===== config.mk =====
export PLATFORM = sky130hd
export DESIGN_NAME = pbt_compose_flat
export DESIGN_NICKNAME = d
export VERILOG_FILES = /design/src/pbt_pkg.sv /design/src/pbt_rsp_if.sv /design/src/pbt_compose.sv /design/src/flat_wrapper.sv
export SDC_FILE = /design/constraint.sdc
export NUM_CORES = 1
export LEC_CHECK = 0
export BUFFER_PORTS_ARGS = -buffer_cell sky130_fd_sc_hd__buf_2
export CORE_MARGIN = 2
export CORE_UTILIZATION = 40
export CTS_BUF_LIST = sky130_fd_sc_hd__clkbuf_4 sky130_fd_sc_hd__clkbuf_8 sky130_fd_sc_hd__clkbuf_16
export CTS_CLUSTER_SIZE = 24
export DETAILED_ROUTE_END_ITERATION = 6
export GPL_ROUTABILITY_DRIVEN = 0
export PLACE_DENSITY = 0.64
export SKIP_LAST_GASP = 1
export SYNTH_ARGS = -nofsm -noshare
export SYNTH_HDL_FRONTEND = slang
export SYNTH_SLANG_ARGS = --single-unit
export TNS_END_PERCENT = 30

===== constraint.sdc =====
create_clock -name clock -period 4.9 [get_ports clock]
set_input_delay 0.49 -clock clock [delete_from_list [all_inputs] [get_ports clock]]
set_output_delay 0.49 -clock clock [all_outputs]
set_load 0.02 [all_outputs]

===== src/pbt_pkg.sv =====
// ----------------------------------------------------------------------------
// pbt_pkg
// Shared types and constants of the palette pixel blitter.
// ----------------------------------------------------------------------------
package pbt_pkg;

   // Sizing
   localparam int unsigned PALETTE_ENTRIES   = 256;
   localparam int unsigned MAX_CANVAS_WIDTH  = 256;
   localparam int unsigned MAX_CANVAS_HEIGHT = 256;

   localparam int unsigned INDEX_W = 8;
   localparam int unsigned COORD_W = 8;
   localparam int unsigned CHAN_W  = 8;
   localparam int unsigned RGB_W   = 3 * CHAN_W;
   localparam int unsigned DIM_W   = 9;
   localparam int unsigned ADDR_W  = 16;
   localparam int unsigned PROD_W  = COORD_W + DIM_W;
   localparam int unsigned PAL_AW  = (PALETTE_ENTRIES > 1) ? $clog2(PALETTE_ENTRIES) : 1;

   // Saturation limits, expressed in register width
   localparam int unsigned DIM_MAX    = (1 << DIM_W) - 1;
   localparam int unsigned WIDTH_CAP  = (MAX_CANVAS_WIDTH > DIM_MAX) ? DIM_MAX
                                                                      : MAX_CANVAS_WIDTH;
   localparam int unsigned HEIGHT_CAP = (MAX_CANVAS_HEIGHT > DIM_MAX) ? DIM_MAX
                                                                       : MAX_CANVAS_HEIGHT;
   localparam logic [DIM_W-1:0] WIDTH_CAP_V  = DIM_W'(WIDTH_CAP);
   localparam logic [DIM_W-1:0] HEIGHT_CAP_V = DIM_W'(HEIGHT_CAP);

   // Index range of the palette, one bit wider than an index
   localparam logic [INDEX_W:0] PAL_LIMIT_V = (INDEX_W + 1)'(PALETTE_ENTRIES);

   // Reset value of both canvas registers
   localparam logic [DIM_W-1:0] DIM_RESET = DIM_W'(256);

   // Disposal method "restore to background"
   localparam logic [2:0] DISPOSAL_RESTORE_BG = 3'd2;

   typedef enum logic {
      CMD_LOAD = 1'b0,
      CMD_DRAW = 1'b1
   } cmd_type;

   typedef enum logic {
      CSR_CANVAS_WIDTH  = 1'b0,
      CSR_CANVAS_HEIGHT = 1'b1
   } csr_index_type;

   // Canvas settings as seen by the pipeline
   typedef struct packed {
      logic [DIM_W-1:0] width;
      logic [DIM_W-1:0] height;
   } canvas_type;

   // First stage contents handed to the address/compose stages
   typedef struct packed {
      logic [COORD_W-1:0] row;
      logic [COORD_W-1:0] column;
      logic [DIM_W-1:0]   width;
      logic               force_black;
   } stage1_type;

endpackage


===== src/pbt_rsp_if.sv =====
// ----------------------------------------------------------------------------
// pbt_rsp_if
// Response channel: one framebuffer write per drawn pixel.
// ----------------------------------------------------------------------------
interface pbt_rsp_if;
   logic        valid;
   logic        ready;
   logic [15:0] pixel_address;
   logic [7:0]  out_red;
   logic [7:0]  out_green;
   logic [7:0]  out_blue;

   modport source (
      output valid, pixel_address, out_red, out_green, out_blue,
      input  ready
   );

   modport sink (
      input  valid, pixel_address, out_red, out_green, out_blue,
      output ready
   );
endinterface


===== src/pbt_compose.sv =====
// ----------------------------------------------------------------------------
// pbt_compose
// Second and third stages: row times width and colour select, then add the
// column. The third stage is the output register.
// ----------------------------------------------------------------------------
module pbt_compose import pbt_pkg::*; (
   input  logic             clock,
   input  logic             reset,
   input  logic             s1_valid,
   input  stage1_type       s1_data,
   input  logic [RGB_W-1:0] s1_rgb,
   output logic             s2_ready,
   pbt_rsp_if.source        rsp_bus
);

   logic                s2_valid_ff, s2_valid_in;
   logic [PROD_W-1:0]   s2_prod_ff, s2_prod_in;
   logic [COORD_W-1:0]  s2_column_ff;
   logic [RGB_W-1:0]    s2_rgb_ff, s2_rgb_in;
   logic                s3_valid_ff, s3_ready;
   logic [ADDR_W-1:0]   s3_addr_ff, s3_addr_in;
   logic [RGB_W-1:0]    s3_rgb_ff;
   logic [PROD_W:0]     addr_sum;

   assign s3_ready = !s3_valid_ff || rsp_bus.ready;
   assign s2_ready = !s2_valid_ff || s3_ready;

   // Stage 2: multiply and colour select
   always_comb begin
      s2_valid_in = s1_valid;
      s2_prod_in  = PROD_W'(s1_data.row * s1_data.width);
      s2_rgb_in   = s1_data.force_black ? '0 : s1_rgb;
   end

   always_ff @(posedge clock) begin
      if (reset) begin
         s2_valid_ff <= 1'b0;
      end else if (s2_ready) begin
         s2_valid_ff <= s2_valid_in;
      end
   end

   always_ff @(posedge clock) begin
      if (s2_ready) begin
         s2_prod_ff   <= s2_prod_in;
         s2_column_ff <= s1_data.column;
         s2_rgb_ff    <= s2_rgb_in;
      end
   end

   // Stage 3: final address, wrapped to the address width
   always_comb begin
      addr_sum   = {1'b0, s2_prod_ff} + (PROD_W + 1)'(s2_column_ff);
      s3_addr_in = addr_sum[ADDR_W-1:0];
   end

   always_ff @(posedge clock) begin
      if (reset) begin
         s3_valid_ff <= 1'b0;
      end else if (s3_ready) begin
         s3_valid_ff <= s2_valid_ff;
      end
   end

   always_ff @(posedge clock) begin
      if (s3_ready) begin
         s3_addr_ff <= s3_addr_in;
         s3_rgb_ff  <= s2_rgb_ff;
      end
   end

   assign rsp_bus.valid         = s3_valid_ff;
   assign rsp_bus.pixel_address = s3_addr_ff;
   assign rsp_bus.out_red       = s3_rgb_ff[RGB_W-1 -: CHAN_W];
   assign rsp_bus.out_green     = s3_rgb_ff[2*CHAN_W-1 -: CHAN_W];
   assign rsp_bus.out_blue      = s3_rgb_ff[CHAN_W-1:0];

endmodule


===== src/flat_wrapper.sv =====
// flat-port wrapper written by rule: the top's interface ports become plain ports
module pbt_compose_flat import pbt_pkg::*;
  (clock, reset, s1_valid, s1_data, s1_rgb, s2_ready, rsp_bus_valid, rsp_bus_pixel_address, rsp_bus_out_red, rsp_bus_out_green, rsp_bus_out_blue, rsp_bus_ready);
  pbt_rsp_if rsp_bus_i ();
  input  logic clock;
  input  logic reset;
  input  logic s1_valid;
  input  stage1_type s1_data;
  input  logic [RGB_W-1:0] s1_rgb;
  output logic s2_ready;
  output wire logic [$bits(rsp_bus_i.valid)-1:0] rsp_bus_valid;
  output wire logic [$bits(rsp_bus_i.pixel_address)-1:0] rsp_bus_pixel_address;
  output wire logic [$bits(rsp_bus_i.out_red)-1:0] rsp_bus_out_red;
  output wire logic [$bits(rsp_bus_i.out_green)-1:0] rsp_bus_out_green;
  output wire logic [$bits(rsp_bus_i.out_blue)-1:0] rsp_bus_out_blue;
  input wire logic [$bits(rsp_bus_i.ready)-1:0] rsp_bus_ready;
  assign rsp_bus_valid = rsp_bus_i.valid;
  assign rsp_bus_pixel_address = rsp_bus_i.pixel_address;
  assign rsp_bus_out_red = rsp_bus_i.out_red;
  assign rsp_bus_out_green = rsp_bus_i.out_green;
  assign rsp_bus_out_blue = rsp_bus_i.out_blue;
  assign rsp_bus_i.ready = rsp_bus_ready;
  pbt_compose u_core (.clock(clock), .reset(reset), .s1_valid(s1_valid), .s1_data(s1_data), .s1_rgb(s1_rgb), .s2_ready(s2_ready), .rsp_bus(rsp_bus_i));
endmodule

# Word-level counts from Yosys, hierarchy flattened

Cells that the tools add are included.

Bits in registers: 90
Bits of input ports: 54
Output and inout port bits: 42

Reductions and logical operators: 4
Multiply operators: 1
$add $sub $neg: 1

Operator list:

| kind               | count |
|---|---|
| $add A16 B8 Y16    | 1 |
| $mul A8 B9 Y16     | 1 |
| $logic_not A1 Y1   | 2 |
| $logic_or A1 B1 Y1 | 2 |

# Logic depth before layout (Yosys ltp)

Gate-level depths: netlist (run 1).

Word-level depth: 3
Gate-level depth with buffers: 15
Gate-level depth less buffers: 15

# Worst setup path after synthesis (run 1)

Ideal clock, no wire load.

Path kind: input to register
Start: input port s1_data[4] (netlist name)
End: register u_core.s2_prod_ff[15] (data pin)
Required time: 4.639 ns
Arrival time: 3.985 ns
Stages on the path: 15
Buffers on the path: 0
Slack: 0.654 ns
Cells stage by stage: and2_1 fa_1 inv_1 fa_1 inv_1 fa_1 inv_1 fa_1 inv_1 ha_1 a21o_1 a21oi_2 a311oi_1 a211oi_2 xnor2_1

Word-level cells in the longest chain between the ends: 1

Ends and longest elaborated chain:

| item                      | RTL line          | RTL |
|---|---|---|
| start, declared           | flat_wrapper.sv:8 | `input stage1_type s1_data;` |
| $mul A8 B9 Y16            | pbt_compose.sv:31 | `s2_prod_in = PROD_W'(s1_data.row * s1_data.width);` |
| net u_core.s2_prod_in[15] | pbt_compose.sv:17 | `logic [PROD_W-1:0] s2_prod_ff, s2_prod_in;` |
| end signal, assigned      | pbt_compose.sv:45 | `s2_prod_ff <= s2_prod_in;` |
| end, declared             | pbt_compose.sv:17 |  |

The timed path passes the listed nets, and every way through them passes these cells.
A chain may end at the register's enable or synchronous reset.

# Final worst setup path (run 1)

Start: input port s1_data[4] (netlist name)
End: register u_core.s2_prod_ff[14] (data pin)

Same word-level chain as after synthesis.

==> results.md, run 1 <==
* Filler cells at 1,259
* R2R cell count at 8
* GRT overflow at 0
* Clk buf depth at 2
* Final min period at 4220 ps
* Arr. time, crit path at 4300 ps
* Setup tns final at 0 ps
* Setup violations, final at 0
* Setup ws final at 681 ps
* CTS Buf Count at 9
* Die width at ~120 um
* Pins Over Slew Limit at 0
* Die height at approximately 120 um
* Synth top area share at 46.5%
* Post-synth top area cell: edfxtp_1
* Vias at 3,482
* Primary FF master, synth: edfxtp_1
* VDD IR max at around 250 uV
* Post-DP HPWL at 7.93 mm
* Seq/Total Area, Yosys at between 40% and 50%
* Async set or reset register ratio after synthesis at 0%
* Crit path max-delay family: adder cells
* Placed cell count at 736
* Die area at 15,200 um2
* Initial Utilization at between 40% and 50%
* Max Clock Freq at around 240 MHz
* Worst path required time at 4980 ps
* Htree depth at 3
* Origin of the critical flop-to-flop path: u_core.s2_column_ff[0]$_DFFE_PP_
* WHS Path Cells at 2
* Count leader, synth: edfxtp_1
* Period utilization at between 80% and 90%
* Final Hold Vio Count at 0
* Post-CTS Setup Inserts at 0
* Post-synth EDFFs at 88
* Worst Path Max Fanout at 8
* DR DRC count at 0
* # diodes at 0
* CTS clk-pin slew, worst paths at 60 ps
* Wirelength per Cell at 13.2 um
* PostCTS Resize Cnt at 0
* Sum of buffers and inverters on the critical path at 5
* RSZ-0062 raised after global routing: no
* Final instance area at ~6700 um2
* Hold Path Sink: u_core.rsp_bus.valid$_SDFFE_PP0P_
* YS warnings at 0
* Layout area overhead at 17.3%
* Avg Cell Area, Syn at 12.3 um2
* CTS Hold Bufs at 0
* Drt pass-1 iters at 4
* CP Capture Type: flop
* Largest net degree at the start of global routing at 50
* Synth Register Bits at 90
* Status: completed
* Nets@finish at 706
* CP max stage cell: fa_1
* Max Clock Skew at 5.64 ps
* Worst path depth at 16
* Vias in the first global route at 3,475
* Cell Pwr Density at 447 nW/um2
* Syn_nets at around 600
* Reg-to-reg setup timing slack at 2860 ps
* Dpl cell area at roughly 6400 um2
* Cell Count, Final, Fillers Out at 752
* Clk Tree Root Cell: clkbuf_16
* Total leakage power at 0.00312 uW
* Kind of critical path: in2reg
* Top cells by count, synth: edfxtp_1, inv_1, and2_1, ha_1, fa_1
* Mapped cell area at 5680 um2
* Hold crit path type: in2reg
* Clock insertion delay at the later pin of the skew report at 330 ps
* I/O Buffers at 95
* DP Worst Slack at between 300 and 400 ps
* Final WL at 9.91 mm
* Iter 0 DRT Violations at 237
* CTS sink count at 90
* Worst slew pin tran at 1080 ps
* GRT Total Usage at 13.8%
* Slew HR at 27.7%
* Cells after Synth at 462
* Layout cells sized above 1 at 21.5%
* Post-synth cell types at 39
* Final ANT Viol Nets at 0
* Core box area at 13,900 um2
* Most area-consuming cells after synthesis: edfxtp_1, fa_1, ha_1
* R2R Path End: u_core.rsp_bus.pixel_address[14]$_DFFE_PP_
* DR vias/cell at 4.63
* CTS tree: yes
* Global-route wire length before repair at between 15 and 20 mm
* Antenna violations before repair at 0
* Final hold slack at about 320 ps
* Max Cap Violations at 0
* CP max stage delay at 540 ps
* Hold Path Origin: reset
* Critical Path, Cell by Cell: buf_2 > and2_1 > fa_1 > inv_1 > fa_1 > inv_1 > fa_1 > inv_1 > fa_1 > inv_1 > ha_1 > a21oi_1 > o211ai_2 > o2111ai_1 > o21ai_1 > xor2_1
* Io pins at 96
* Worst setup SP type: input pin
* Rows at 43
* Critical path origin: s1_data[4]
-- state kept, by name, indices dropped and copies added, names as in the netlist --
signal and cells:
u_core.rsp_bus.pixel_address 16, u_core.rsp_bus.valid 1, u_core.s2_column_ff 8, u_core.s2_prod_ff 16
u_core.s2_rgb_ff 24, u_core.s2_valid_ff 1, u_core.s3_rgb_ff 24
-- routing by layer --
layer	vias to the layer above	global-route usage, %	wire [um]
li1	1745	-	-
met1	1630	18.2	4530
met2	98	23.1	4700
met3	9	2.12	553
met4	0	5.11	128
met5	-	0	0
-- cell families (layout without fill, tap and decap cells) --
group           after synthesis  after routing  share of synthesized area, %
fa+ha+maj                    85             85                          24.3
flops                        90             90                          47.2
xor+xnor                     27             27                          4.16
simple gates                131            131                          12.6
buf+inv                      78            188                          5.16
compound gates               51             51                          6.54
-- final cells by class --
cell class	instances	area (um2)	area share, %
Inverter	76	285	4.28
Clock buffer	13	262	3.93
Sequential cell	90	2680	40.3
Tap cell	180	225	3.38
Multi-Input combinational cell	294	2710	40.6
Clock inverter	3	17.5	0.263
Timing Repair Buffer	96	483	7.25
-- worst max path at each step --
stage | end | slack [ps]
2_1_floorplan | u_core.s2_prod_ff[15]$_DFFE_PP_ | 650
3_3_place_gp | u_core.s2_prod_ff[15]$_DFFE_PP_ | 380
3_5_place_dp | u_core.s2_prod_ff[15]$_DFFE_PP_ | 330
4_1_cts | u_core.s2_prod_ff[15]$_DFFE_PP_ | 680
5_1_grt | u_core.s2_prod_ff[14]$_DFFE_PP_ | 490
6_report | u_core.s2_prod_ff[14]$_DFFE_PP_ | 680
-- per-stage QoR --
stage,power (uW),utilization (%)
3_5_place_dp,2370,46.0
3_3_place_gp,2360,46.0
2_1_floorplan,2080,-
5_1_grt,3220,48.0
6_report,2970,48.0
4_1_cts,3010,48.0
-- power breakdown --
group	switching, uW	internal (uW)	leakage, uW
combinational	700	512	0.00199
sequential	59.1	1080	0.000988
clock	255	372	0.000140
total	1010	1960	0.00312
-- layout by cell type (no fill, tap or decap), types with 7 or more instances in the layout --
cell type and n:
buf_2 95, edfxtp_1 88, inv_1 76, and2_1 53
ha_1 43, fa_1 42, nand2_1 30, nor2b_1 27
xnor2_1 20, a21oi_1 12, nor2_1 9, clkbuf_16 9
a21o_1 8, xor2_1 7, o21ai_0 7
No activity file was read; power rests on OpenSTA's default activity.
==> inputs of run 2 (changes only) <==
Settings changed: ABC_AREA from default to 1, CORE_ASPECT_RATIO from default to 0.6.
==> results.md, run 2 <==
* Status: completed
* Vias in the first global route at approximately 4,300
* Internal at between 1500 and 2000 uW
* CTS Hold Bufs at 0
* Largest net degree at the start of global routing at 42
* CP Capture Type: flop
* Core box area at ~15,000 um2
* Core Util, Final at 47.0%
* Global-route wire length before repair at 20.5 mm
* Antenna violations before repair at 0
* Syn_nets at ~820
* CTS sink count at 90
* Final min period at ~4000 ps
* Filler cells at 1,493
* Final ANT Viol Nets at 0
* Arr. time, crit path at just over 4000 ps
* Htree depth at 3
* Layout cells sized above 1 at ~16%
* Switch share at between 30 and 40%
* GRT overflow at 0
* Synth top area share at 42.7%
* Slew HR at 32.7%
* Mapped cell area at 6190 um2
* Worst Path Max Fanout at 9
* Total leakage power at 0.00406 uW
* Post-CTS Setup Inserts at 0
* Io pins at 96
* Kind of critical path: in2reg
* Die height at 100 um
* Avg Cell Area, Syn at 9.04 um2
* Setup violations, final at 0
* VDD IR max at 219 uV
* Count leader, synth: inv_1
* Post-DP HPWL at 9.70 mm
* Async set or reset register ratio after synthesis at 0%
* PostCTS Resize Cnt at 0
* Net load switching power at 1270 uW
* Max Clock Freq at 246 MHz
* CTS clk-pin slew, worst paths at 70 ps
* Post-synth top area cell: edfxtp_1
* Hold crit path type: in2reg
* Sequential Power Share at a little over a third
* Origin of the critical flop-to-flop path: u_core.rsp_bus.valid$_SDFFE_PP0P_
* Layout area overhead at 15.8%
* Synth Register Bits at 90
* Post-synth cell types at 27
* Reg-to-reg setup timing slack at 3050 ps
* Max Clock Skew at 5.49 ps
* Clk Tree Root Cell: clkbuf_16
* Wirelength per Cell at 12.3 um
* Clk pwr share at between 20% and 30%
* Worst setup SP type: input pin
* Clk buf depth at 2
* Register area at 2680 um2
* DR DRC count at 0
* Pins Over Slew Limit at 0
* Initial Utilization at 40.6%
* Cell Pwr Density at 449 nW/um2
* Multi-input logic area at approximately 2700 um2
* Primary FF master, synth: edfxtp_1
* R2R cell count at 3
* Die area at around 17,000 um2
* CTS Buf Count at 9
* Max Cap Violations at 0
* Post-synth EDFFs at 88
* Hold Path Origin: reset
* Hold Path Sink: u_core.s2_valid_ff$_SDFFE_PP0P_
* Period utilization at between 80% and 90%
* Setup tns final at 0 ps
* I/O Buffers at 95
* Die width at 165 um
* WHS Path Cells at 2
* Commonest non-fill, non-tap cells in the layout: inv_1, nand2_1, buf_2, edfxtp_1
* Drt pass-1 iters at 5
* Nets@finish at 912
* Most area-consuming cells after synthesis: edfxtp_1, fa_1, inv_1
* Seq/Total Area, Yosys at 43.4%
* Worst slew pin tran at 1010 ps
* Clock insertion delay at the later pin of the skew report at 340 ps
* # diodes at 0
* Final WL at 12.1 mm
* GRT Total Usage at 15.9%
* Iter 0 DRT Violations at 313
* YS warnings at 0
* DR vias/cell at 4.39
* Cells after Synth at 684
* Top cells by count, synth: inv_1, nand2_1, edfxtp_1, ha_1, nor2_1
* Final Hold Vio Count at 0
* Vias at 4,307
* Leading registers by flop count: u_core.s2_rgb_ff x24, u_core.s3_rgb_ff x24
* Worst path required time at between 4000 and 5000 ps
* Comb power frac at between 40% and 50%
* CTS tree: yes
* Most common cell after layout, fill and taps aside: inv_1
* R2R Path End: u_core.s2_rgb_ff[14]$_SDFFCE_PP0P_
* Rows at 35
* RSZ-0062 raised after global routing: no
-- run 2: cell count changes after synthesis, moves of 4 or more --
cell / delta
a21o_1: -6
nor2_2: +4
o21ai_0: -6
nand2_1: +142
nand4_1: +6
inv_1: +118
o211ai_1: -4
nand3_1: +21
and2_1: -52
nor2b_1: -27
clkbuf_1: +15
nor2_1: +34
xnor2_1: -13
-- run 2: how the worst max path moves through the flow --
| stage | from | end | slack, ps | cells past startpoint |
|---|---|---|---|---|
| 4_1_cts | s1_data[25] | u_core.s2_prod_ff[12]$_DFFE_PP_ | 890 | 16 |
| 3_5_place_dp | s1_data[25] | u_core.s2_prod_ff[12]$_DFFE_PP_ | 540 | 16 |
| 6_report | s1_data[25] | u_core.s2_prod_ff[12]$_DFFE_PP_ | 830 | 16 |
| 5_1_grt | s1_data[25] | u_core.s2_prod_ff[12]$_DFFE_PP_ | 720 | 16 |
| 2_1_floorplan | s1_data[1] | u_core.s2_prod_ff[12]$_DFFE_PP_ | 780 | 16 |
| 3_3_place_gp | s1_data[25] | u_core.s2_prod_ff[12]$_DFFE_PP_ | 570 | 16 |
-- run 2: worst max-delay path: stages --
cell and delay, ps:
buf_2 210, nand2_1 110, fa_1 510, fa_1 540, inv_1 50, fa_1 530, inv_1 60, fa_1 520
inv_1 40, ha_1 340, nand2_1 140, a21oi_1 80, o21ai_0 270, nand3_1 110, nand2_1 80, nand2_1 70
-- run 2: power groups by stage --
stage	registers (uW)	clock network (uW)	logic (uW)
after floorplan	1250	0	957
after global placement	1150	0	1380
after detailed placement	1150	0	1400
after CTS	1140	688	1410
after global routing	1160	720	1620
final	1140	672	1400
-- run 2: logic make-up after synthesis --
kind of cell             share of synthesized area, %
AND/OR/NAND/NOR                                  17.3
buffers and inverters                            13.0
flip-flops                                       43.4
adder cells (fa/ha/maj)                          22.3
AO/OA/AOI/OAI                                    1.96
XOR/XNOR                                         2.12
-- run 2: area by class of cell --
cell class | count | share of cell area [%]
inverters | 194 | 10.2
repair buffers | 97 | 6.85
flip-flops and latches | 90 | 37.4
clock buffers | 9 | 3.14
clock inverters | 7 | 1.03
well taps | 203 | 3.55
multi-input cells | 381 | 37.8
-- run 2: layer usage --
layer | GRT usage (%) | wire length, um | part of all wire (%)
met1 | 25.2 | 6590 | 55
met2 | 22.5 | 4750 | 39
met5 | 0 | 0 | 0
met4 | 2.41 | 42 | 0.35
met3 | 3.35 | 691 | 5.7
-- run 2: per-stage QoR --
stage	std cells	area (um2)	setup WS (ps)	total power [uW]	hold WS, ps
2_1_floorplan	684	6190	777	2210	400
3_5_place_dp	965	6860	538	2550	405
5_1_grt	981	7160	721	3500	314
3_3_place_gp	965	6860	575	2530	400
4_1_cts	981	7160	893	3240	305
6_report	981	7160	834	3210	319
